`src/design/lfbr_pkg.sv`:
```
package lfbr_pkg;

    // Default buffer depth and register reset values
    localparam int unsigned FRAME_BYTES_DEF = 16;
    localparam logic [15:0] TIMEOUT_RESET   = 16'd2500;
    localparam logic [7:0]  FLUSH_RESET     = 8'd127;
    localparam logic [7:0]  NEWLINE_BYTE    = 8'h0A;
    localparam int unsigned STRICT_PREFIX   = 3;
    localparam logic [15:0] IDLE_MAX        = 16'hFFFF;

    // Configuration port geometry
    localparam int unsigned APB_AW = 3;
    localparam int unsigned APB_DW = 32;

    // Register indexes (paddr[2])
    localparam logic REG_TIMEOUT = 1'b0;
    localparam logic REG_FLUSH   = 1'b1;

    // Input item kinds
    localparam logic KIND_BYTE = 1'b0;
    localparam logic KIND_TICK = 1'b1;

    typedef enum logic [1:0] {
        ST_IDLE,
        ST_FETCH,
        ST_SHOW
    } t_state;

    // Controller to datapath
    typedef struct packed {
        logic append;
        logic clear;
        logic idle_zero;
        logic idle_tick;
        logic idx_next;
    } t_dp_cmd;

    // Datapath to controller
    typedef struct packed {
        logic is_newline;
        logic is_flush;
        logic is_full;
        logic is_early_bad;
        logic timeout_hit;
        logic is_last_idx;
    } t_dp_stat;

    function automatic logic is_alnum(input logic [7:0] b);
        is_alnum = ((b >= 8'h30) && (b <= 8'h39)) ||
                   ((b >= 8'h41) && (b <= 8'h5A)) ||
                   ((b >= 8'h61) && (b <= 8'h7A));
    endfunction

endpackage

```
`src/design/lfbr_ram.sv`:
```
module lfbr_ram #(
    parameter int unsigned WIDTH = 8,
    parameter int unsigned DEPTH = 16
) (
    input  logic                     i_clk,
    input  logic                     i_we,
    input  logic [$clog2(DEPTH)-1:0] i_waddr,
    input  logic [WIDTH-1:0]         i_wdata,
    input  logic [$clog2(DEPTH)-1:0] i_raddr,
    output logic [WIDTH-1:0]         o_rdata
);

    logic [WIDTH-1:0] r_mem [DEPTH];
    logic [WIDTH-1:0] r_rdata;

    // Write port and registered read port
    always_ff @(posedge i_clk) begin
        if (i_we) begin
            r_mem[i_waddr] <= i_wdata;
        end
        r_rdata <= r_mem[i_raddr];
    end

    assign o_rdata = r_rdata;

endmodule

```
`src/design/lfbr_dp.sv`:
```
module lfbr_dp #(
    parameter int unsigned FRAME_BYTES = lfbr_pkg::FRAME_BYTES_DEF
) (
    input  logic              i_clk,
    input  logic              i_rst_n,
    input  lfbr_pkg::t_dp_cmd i_cmd,
    input  logic [7:0]        i_rx_byte,
    input  logic [15:0]       i_timeout_ms,
    input  logic [7:0]        i_flush_byte,
    output lfbr_pkg::t_dp_stat o_stat,
    output logic [7:0]        o_frame_byte,
    output logic [3:0]        o_byte_index,
    output logic [4:0]        o_frame_length,
    output logic              o_last
);

    import lfbr_pkg::*;

    localparam int unsigned IDX_W  = $clog2(FRAME_BYTES);
    localparam int unsigned FILL_W = $clog2(FRAME_BYTES + 1);

    logic [FILL_W-1:0] r_fill, n_fill;
    logic [IDX_W-1:0]  r_idx, n_idx;
    logic [15:0]       r_idle, n_idle;
    logic [15:0]       idle_inc;
    logic [7:0]        ram_q;

    // Frame buffer: written at the fill position, read at the burst index
    lfbr_ram #(
        .WIDTH (8),
        .DEPTH (FRAME_BYTES)
    ) u_buf (
        .i_clk   (i_clk),
        .i_we    (i_cmd.append),
        .i_waddr (r_fill[IDX_W-1:0]),
        .i_wdata (i_rx_byte),
        .i_raddr (r_idx),
        .o_rdata (ram_q)
    );

    // Saturating idle time after one more tick
    assign idle_inc = (r_idle == IDLE_MAX) ? r_idle : r_idle + 16'd1;

    // Classify the incoming byte and the timer
    always_comb begin
        o_stat.is_newline   = (i_rx_byte == NEWLINE_BYTE);
        o_stat.is_flush     = (i_rx_byte == i_flush_byte);
        o_stat.is_full      = (r_fill >= FILL_W'(FRAME_BYTES));
        o_stat.is_early_bad = (r_fill < FILL_W'(STRICT_PREFIX)) && !is_alnum(i_rx_byte);
        o_stat.timeout_hit  = (r_fill != '0) && (idle_inc > i_timeout_ms);
        o_stat.is_last_idx  = (r_idx == IDX_W'(FRAME_BYTES - 1));
    end

    // Next fill count, burst index and idle time
    always_comb begin
        n_fill = r_fill;
        n_idx  = r_idx;
        n_idle = r_idle;
        if (i_cmd.clear) begin
            n_fill = '0;
            n_idx  = '0;
        end else if (i_cmd.append) begin
            n_fill = r_fill + FILL_W'(1);
        end
        if (i_cmd.idx_next) begin
            n_idx = r_idx + IDX_W'(1);
        end
        if (i_cmd.idle_zero) begin
            n_idle = '0;
        end else if (i_cmd.idle_tick) begin
            n_idle = idle_inc;
        end
    end

    always_ff @(posedge i_clk) begin
        if (!i_rst_n) begin
            r_fill <= '0;
            r_idx  <= '0;
            r_idle <= '0;
        end else begin
            r_fill <= n_fill;
            r_idx  <= n_idx;
            r_idle <= n_idle;
        end
    end

    // Drive the result; positions beyond the fill read as zero
    assign o_frame_byte   = (FILL_W'(r_idx) < r_fill) ? ram_q : 8'd0;
    assign o_byte_index   = 4'(r_idx);
    assign o_frame_length = 5'(r_fill);
    assign o_last         = o_stat.is_last_idx;

endmodule

```
`src/design/lfbr_ctrl.sv`:
```
module lfbr_ctrl (
    input  logic               i_clk,
    input  logic               i_rst_n,
    input  logic               i_in_valid,
    input  logic               i_kind,
    input  logic               i_out_ready,
    input  lfbr_pkg::t_dp_stat i_stat,
    output logic               o_in_ready,
    output logic               o_out_valid,
    output lfbr_pkg::t_dp_cmd  o_cmd
);

    import lfbr_pkg::*;

    t_state r_state, n_state;

    // Next state
    always_comb begin
        n_state = r_state;
        case (r_state)
            ST_IDLE: begin
                if (i_in_valid && (i_kind == KIND_BYTE) && i_stat.is_newline) begin
                    n_state = ST_FETCH;
                end
            end
            ST_FETCH: begin
                n_state = ST_SHOW;
            end
            ST_SHOW: begin
                if (i_out_ready) begin
                    n_state = i_stat.is_last_idx ? ST_IDLE : ST_FETCH;
                end
            end
            default: begin
                n_state = ST_IDLE;
            end
        endcase
    end

    always_ff @(posedge i_clk) begin
        if (!i_rst_n) begin
            r_state <= ST_IDLE;
        end else begin
            r_state <= n_state;
        end
    end

    // Handshakes and datapath commands
    always_comb begin
        o_in_ready  = 1'b0;
        o_out_valid = 1'b0;
        o_cmd       = '0;
        case (r_state)
            ST_IDLE: begin
                o_in_ready = 1'b1;
                if (i_in_valid) begin
                    if (i_kind == KIND_TICK) begin
                        o_cmd.idle_tick = 1'b1;
                        o_cmd.clear     = i_stat.timeout_hit;
                    end else begin
                        o_cmd.idle_zero = 1'b1;
                        if (!i_stat.is_newline) begin
                            if (i_stat.is_flush || i_stat.is_full || i_stat.is_early_bad) begin
                                o_cmd.clear = 1'b1;
                            end else begin
                                o_cmd.append = 1'b1;
                            end
                        end
                    end
                end
            end
            ST_FETCH: begin
                // read issued at the burst index; data lands next cycle
            end
            ST_SHOW: begin
                o_out_valid = 1'b1;
                if (i_out_ready) begin
                    if (i_stat.is_last_idx) begin
                        o_cmd.clear = 1'b1;
                    end else begin
                        o_cmd.idx_next = 1'b1;
                    end
                end
            end
            default: begin
                o_cmd = '0;
            end
        endcase
    end

endmodule

```
`src/design/line_framed_byte_receiver.sv`:
```
// Channel   Direction  Handshake                 Payload
// input     in         i_in_valid / o_in_ready   i_kind, i_rx_byte
// result    out        o_out_valid / i_out_ready o_frame_byte, o_byte_index,
//                                                o_frame_length, o_last
// config    in         APB psel/penable/pwrite   paddr, pwdata -> prdata
//
// A byte or tick item is taken whenever the receiver is idle; the next item may follow at once.
// A newline starts a readout of FRAME_BYTES results, each a buffer read, then show,
// since the buffer RAM has a single registered read port.
// No item is taken during the readout; a stalled result holds until taken.
// Reset is synchronous and active low; it empties the frame and restores
// timeout 2500 and flush byte 127. The buffer needs no clearing pass.
module line_framed_byte_receiver #(
    parameter int unsigned FRAME_BYTES = lfbr_pkg::FRAME_BYTES_DEF
) (
    input  logic                        i_clk,
    input  logic                        i_rst_n,
    input  logic                        i_in_valid,
    output logic                        o_in_ready,
    input  logic                        i_kind,
    input  logic [7:0]                  i_rx_byte,
    output logic                        o_out_valid,
    input  logic                        i_out_ready,
    output logic [7:0]                  o_frame_byte,
    output logic [3:0]                  o_byte_index,
    output logic [4:0]                  o_frame_length,
    output logic                        o_last,
    input  logic                        psel,
    input  logic                        penable,
    input  logic                        pwrite,
    input  logic [lfbr_pkg::APB_AW-1:0] paddr,
    input  logic [lfbr_pkg::APB_DW-1:0] pwdata,
    output logic [lfbr_pkg::APB_DW-1:0] prdata,
    output logic                        pready
);

    import lfbr_pkg::*;

    logic [15:0] r_timeout_ms;
    logic [7:0]  r_flush_byte;
    logic        cfg_wr;
    t_dp_cmd     cmd;
    t_dp_stat    stat;

    // Configuration registers
    assign pready = 1'b1;
    assign cfg_wr = psel && penable && pwrite && pready;

    always_ff @(posedge i_clk) begin
        if (!i_rst_n) begin
            r_timeout_ms <= TIMEOUT_RESET;
            r_flush_byte <= FLUSH_RESET;
        end else if (cfg_wr) begin
            case (paddr[2])
                REG_TIMEOUT: r_timeout_ms <= pwdata[15:0];
                REG_FLUSH:   r_flush_byte <= pwdata[7:0];
                default:     r_timeout_ms <= r_timeout_ms;
            endcase
        end
    end

    always_comb begin
        case (paddr[2])
            REG_TIMEOUT: prdata = APB_DW'(r_timeout_ms);
            REG_FLUSH:   prdata = APB_DW'(r_flush_byte);
            default:     prdata = '0;
        endcase
    end

    lfbr_ctrl u_ctrl (
        .i_clk       (i_clk),
        .i_rst_n     (i_rst_n),
        .i_in_valid  (i_in_valid),
        .i_kind      (i_kind),
        .i_out_ready (i_out_ready),
        .i_stat      (stat),
        .o_in_ready  (o_in_ready),
        .o_out_valid (o_out_valid),
        .o_cmd       (cmd)
    );

    lfbr_dp #(
        .FRAME_BYTES (FRAME_BYTES)
    ) u_dp (
        .i_clk          (i_clk),
        .i_rst_n        (i_rst_n),
        .i_cmd          (cmd),
        .i_rx_byte      (i_rx_byte),
        .i_timeout_ms   (r_timeout_ms),
        .i_flush_byte   (r_flush_byte),
        .o_stat         (stat),
        .o_frame_byte   (o_frame_byte),
        .o_byte_index   (o_byte_index),
        .o_frame_length (o_frame_length),
        .o_last         (o_last)
    );

    // Input and result sides never open together
    a_excl: assert property (@(posedge i_clk) disable iff (!i_rst_n)
        !(o_in_ready && o_out_valid))
        else $error("input ready during readout");

    // A newline brings the first result after the fetch state
    a_start: assert property (@(posedge i_clk) disable iff (!i_rst_n)
        (i_in_valid && o_in_ready && (i_kind == KIND_BYTE) && (i_rx_byte == NEWLINE_BYTE))
        |=> ##1 o_out_valid)
        else $error("readout did not start");

    // The frame is empty once its last byte is taken
    a_clear: assert property (@(posedge i_clk) disable iff (!i_rst_n)
        (o_out_valid && i_out_ready && o_last) |=> (o_frame_length == 5'd0))
        else $error("frame not cleared after readout");

    // Append never runs beyond the buffer
    a_fill: assert property (@(posedge i_clk) disable iff (!i_rst_n)
        cmd.append |-> !stat.is_full)
        else $error("append into full buffer");

endmodule
```
`config.mk`:
```
export PLATFORM = sky130hd
export DESIGN_NAME = line_framed_byte_receiver
export DESIGN_NICKNAME = d
export VERILOG_FILES = /design/src/design/lfbr_pkg.sv /design/src/design/lfbr_ram.sv /design/src/design/lfbr_dp.sv /design/src/design/lfbr_ctrl.sv /design/src/design/line_framed_byte_receiver.sv
export SDC_FILE = /design/constraint.sdc
export NUM_CORES = 1
export LEC_CHECK = 0
export ABC_AREA = 0
export BUFFER_PORTS_ARGS = -buffer_cell sky130_fd_sc_hd__buf_2
export CAP_MARGIN = 20
export CORE_AREA = 2 2 114 160
export DETAILED_ROUTE_END_ITERATION = 12
export DIE_AREA = 0 0 116 162
export GPL_ROUTABILITY_DRIVEN = 0
export PLACE_DENSITY = 0.69
export SKIP_CTS_REPAIR_TIMING = 1
export SYNTH_ARGS = -nofsm -noshare
export SYNTH_HDL_FRONTEND = slang
export SYNTH_SLANG_ARGS = --single-unit
```
`constraint.sdc`:
```
create_clock -name i_clk -period 7.18 [get_ports i_clk]
set_input_delay 1.436 -clock i_clk [delete_from_list [all_inputs] [get_ports i_clk]]
set_output_delay 1.436 -clock i_clk [all_outputs]
set_load 0.02 [all_outputs]
```
## Word level (Yosys, flattened, before mapping)

Memory sizes are Yosys's and may differ from the RTL's. A register that Yosys moved wholly into a read port is not among the register bits.
Index checks and enable logic that the tools add are counted.

- Bits in writable memories: 128
- Memories kept: 1
- Register bits after elaboration: 51
- Input port bits: 51

Memory list:

| memory | words | width | rd ports | clocked after Yosys merged registers in | write ports | RTL line | text |
|---|---|---|---|---|---|---|---|
| u_dp.u_buf.r_mem | 16 | 8 | 1 | 1 | 1 | lfbr_ram.sv:13 | `logic [WIDTH-1:0] r_mem [DEPTH];` |

- Reductions and logical operators: 22
- Eq/ne operators: 8
- Bitwise operators: 3
- Muxes and demuxes: 29
- $lt $le $gt $ge: 10
- Add/subtract/negate cells: 3

Operators by type and width:

| cell | number |
|---|---|
| $pmux 32 s2 | 1 |
| $mux 1 | 17 |
| $add 16x1->16 const B | 1 |
| $eq 16x16->1 const B | 1 |
| $ge 8x7->1 const B | 2 |
| $gt 16x16->1 | 1 |
| $le 8x7->1 const B | 2 |
| $mux 16 | 1 |
| $mux 4 | 3 |
| $logic_and 1x1->1 | 9 |
| $eq 8x4->1 const B | 1 |
| $eq 8x8->1 | 1 |
| $ge 8x6->1 const B | 1 |
| $le 8x6->1 const B | 1 |
| $mux 2 | 4 |
| $mux 8 | 1 |
| $pmux 2 s3 | 1 |
| $reduce_and 2->1 | 3 |
| $add 5x1->5 const B | 1 |
| $ge 5x5->1 const B | 1 |
| $lt 4x5->1 | 1 |
| $lt 5x2->1 const B | 1 |
| $reduce_bool 5->1 | 1 |
| $add 4x1->4 const B | 1 |
| other kinds (12) | 18 |

## Logic depth before layout (Yosys ltp)

- Depth after elaboration: 14
- Gate-level depth with buffers: 15

## By module

A second synthesis with hierarchy kept.

- Cells, all modules: 672
- Area total of the unflattened synthesis: 8,868.5 µm²

Modules (own cells, without submodules):

| module | times used | cells each | area each (µm²) |
|---|---|---|---|
| lfbr_ram | 1 | 229 | 5,147.4 |
| lfbr_dp | 1 | 279 | 2,204.6 |
| line_framed_byte_receiver | 1 | 142 | 1,321.3 |
| lfbr_ctrl | 1 | 22 | 195.2 |

## Worst setup path after synthesis

OpenSTA, ideal clock, no wires.

- Path kind: input port to output port
- Start: input port paddr[2] (netlist bit)
- End: output port prdata[6] (netlist bit)
- Data arrival time: 2.292 ns
- Stages on the path: 3
- Data required time: 5.744 ns
- Setup slack: 3.452 ns
- Cell sequence: clkbuf_1 > clkbuf_1 > o21ai_0

- Word-level cells in the longest chain between the ends: 2

RTL lines:

| item | RTL line | text |
|---|---|---|
| start, declared | line_framed_byte_receiver.sv:31 | `input logic [lfbr_pkg::APB_AW-1:0] paddr,` |
| $not 1->1 (no source line) | - |  |
| $pmux 32 s2 (*) | line_framed_byte_receiver.sv:63 | `case (paddr[2])` |
| end, declared | line_framed_byte_receiver.sv:33 | `output logic [lfbr_pkg::APB_DW-1:0] prdata,` |

Every way passes the cells marked *; elsewhere a longest branch is shown, timed or not. The select of a mux whose other input is x is not followed.

## Worst setup path after layout

- Start: register u_dp.r_idx[3], in the netlist u_dp.o_byte_index[3]
- End: output port o_frame_byte[5]

- Word-level cells in the longest chain between the ends: 2

RTL lines:

| item | RTL line | text |
|---|---|---|
| start, declared | lfbr_dp.sv:23 | `logic [IDX_W-1:0] r_idx, n_idx;` |
| start signal, assigned | lfbr_dp.sv:82 | `r_idx <= n_idx;` |
| $lt 4x5->1 | lfbr_dp.sv:88 | `assign o_frame_byte = (FILL_W'(r_idx) < r_fill) ? ram_q : 8'd0;` |
| $mux 8 | lfbr_dp.sv:88 |  |
| end, declared | line_framed_byte_receiver.sv:24 | `output logic [7:0] o_frame_byte,` |

No other way between the ends.

==> summary.md <==
| Metric | Value |
|---|---|
| Final Util | 0.556 |
| Reg clk slew, reported paths | 0.07 ns |
| Synthesized area per cell | 13.2 um^2 |
| WL/cell | 19.5 um |
| Seq/Total Area, Yosys | 0.587 |
| Routed Antenna Nets | 0 |
| Total track usage | 0.210 |
| Slew margin rel. | 0.298 |
| Die area | 18,800 um^2 |
| Antenna violations before repair | 0 |
| Layout Skew | 0.0112 ns |
| Clock power share | 0.420 |
| Critical Path Source Type | flip-flop |
| Tcrit/Tclk final | 0.537 |
| Fin cells | 958 |
| Final Cell Area | 9600 um^2 |
| Nets | 785 |
| Synth Instances | 648 |
| Post-synth top cells | edfxtp_1, nand2_1, dfxtp_1, nor2_1, mux4_2 |
| Largest family of logic cells by synthesized area | simple AND/OR/NAND/NOR gates |
| Die Y | 162 um |
| Placed cell count | 926 |
| Root buffer cell | clkbuf_16 |
| Vias | 5,294 |
| Synth area leaders | edfxtp_1, dfxtp_1, mux4_2 |
| Number of synthesized flops with an enable pin | 128 |
| Initial core utilization | 0.496 |
| # clock sinks | 187 |
| Layout cells sized above 1 | 0.242 |
| Std-Cell Rows | 57 |
| CTS tree | yes |
| Register share of total power | 0.536 |
| Die Width | 116 um |
| Post-synthesis cell type count | 65 |
| Port Buffers | 68 |
| Top-count cell post-synth | edfxtp_1 |
| WP data arrival | 2.42 ns |
| Worst Path Required | 5.74 ns |
| Worst vdd ir | 158 uV |
| Crit end category | primary output |
| # setup viols final | 0 |
| Hold Crit Class | flip-flop to flip-flop |
| CTS buffer count | 17 |
| 1st-pass router iterations | 4 |
| Detail Placement HPWL | 13,200 um |
| Logic pwr share | 0.044 |
| Worst skew pair latency | 0.44 ns |
| Max-slew violation count | 0 |
| Ys async rst share | 0 |
| Post-route minimum period | 3.86 ns |
| Post-route total power | 2.16 mW |
| Max Clk Rate | 259 MHz |
| Post-synthesis mux area share | 0.113 |
| CP max FO | 13 |
| Internal Pwr Total | 1.65 mW |
| RSZ-0062 raised after global routing | false |
| Setup CP Type | flip-flop to primary output |
| Run status | completed |
| Switching part of the total | 0.238 |
| Synth Register Bits | 187 |
| Synth Area in Compound Gates | 0.0579 |
| PD cells | 225 nW/um^2 |
| Overflow after GRT | 0 |
| Antenna cell count | 0 |
| Post-synth top area cell | edfxtp_1 |
| Post-synthesis adder-cell area fraction | 0.0366 |
| Total negative slack | 0 ns |
| I/O pin cnt | 104 |
| Worst R2R Setup Slack | 3.41 ns |
| Vias/cell | 5.53 |
| Max Root-Sink Buffers | 2 |
| Pin count of the biggest net entering global routing | 38 |
| # Max-Cap Violations | 0 |
| Post-synthesis xor/xnor area fraction | 0.0336 |
| Vias in the first global route | 5,398 |
| H-tree Lvls | 4 |
| Ys flop type | edfxtp_1 |
| Area after DPL | 9020 um^2 |
| Mapped Area | 8550 um^2 |
| NetSw | 0.516 mW |
| Final Hold Fails | 0 |
| Final WL | 18,700 um |
| Core Box Area | 17,300 um^2 |
| Syn-to-layout area delta | 12.2% |
| DRC viols | 0 |
| Worst-Margin Slew | 1.05 ns |
| First-pass GRT wire length | 29,100 um |
| YS warnings | 0 |
| Synth top area share | 0.449 |
| Initial DRC Count | 361 |
| Synth Area in Simple Gates | 0.129 |
| Leakage | 3.48 nW |
layout by cell type, fill, tap and decap left out, types with 7 or more instances in the layout:
cell         n
mux4_2      40
clkbuf_16   17
nand2_1     77
xnor2_1     11
edfxtp_1   128
nand3_1     25
conb_1      17
nor3_1       8
nor2_1      49
inv_1       24
nor2b_1     11
o21ai_0      7
buf_2       68
dfxtp_1     58
xor2_1      20
ha_1        25
a21oi_1     26
power by group through the flow:
stage	Combinational, mW	Sequential (mW)	Clock [mW]
global placement	0.0918	1.18	0
detailed placement	0.0957	1.18	0
finish	0.0961	1.16	0.908
global route	0.105	1.16	0.958
floorplan	0.0632	1.18	0
CTS	0.0962	1.16	0.922
per-stage QoR:
stage          worst slack (ns)  hold WS, ns
2_1_floorplan              3.45        0.436
3_3_place_gp               3.16        0.445
3_5_place_dp               3.07        0.451
4_1_cts                    3.23        0.461
5_1_grt                    3.13        0.478
6_report                   3.32        0.459
worst paths after layout:
path,end,from,depth (start not counted)
worst max-delay path,o_frame_byte[5],u_dp.o_byte_index[3],5
worst min-delay path,r_timeout_ms[12],r_timeout_ms[12],2
worst max register to register,u_dp.o_frame_length[4],u_dp.r_idle[0],13
worst min register to register,r_timeout_ms[12],r_timeout_ms[12],2
sequential cells by signal, summed over array words and instances, names as in the netlist:
signal and flops:
u_ctrl.r_state 2, u_dp.r_idle 16, u_dp.o_byte_index 4, u_dp.u_buf.o_rdata 8, r_flush_byte 8, r_timeout_ms 16
u_dp.o_frame_length 5, u_dp.u_buf.r_mem 128
worst max-delay path, stage by stage (launching register included):
cell and delay, ns:
dfxtp_1 0.91, ha_1 0.28, a21oi_1 0.04, nor2_1 0.47
nor2b_1 0.10, buf_2 0.18
final cells by class:
cell class / instances / area (um^2)
multi-input cells: 407 / 3230
flip-flops and latches: 187 / 5030
inverters: 24 / 90.1
repair buffers: 72 / 374
clock inverters: 14 / 148
fillers: 1478 / 7660
well taps: 236 / 295
clock buffers: 18 / 429
per-layer routing:
layer / global-route usage / share of wire
met5: 0 / 0
met3: 0.0485 / 0.046
met2: 0.368 / 0.52
met1: 0.239 / 0.39
met4: 0.100 / 0.039
cell families after synthesis:
kind of cell | count (synthesis)
DFF | 187
and+or+nand+nor | 216
xor gates and xnor gates | 32
buffers and inverters | 69
AOI/OAI and AO/OA | 71
other | 2
adders and majority gates | 25
muxes | 46
Note: power is estimated with default switching activity, not from simulation.
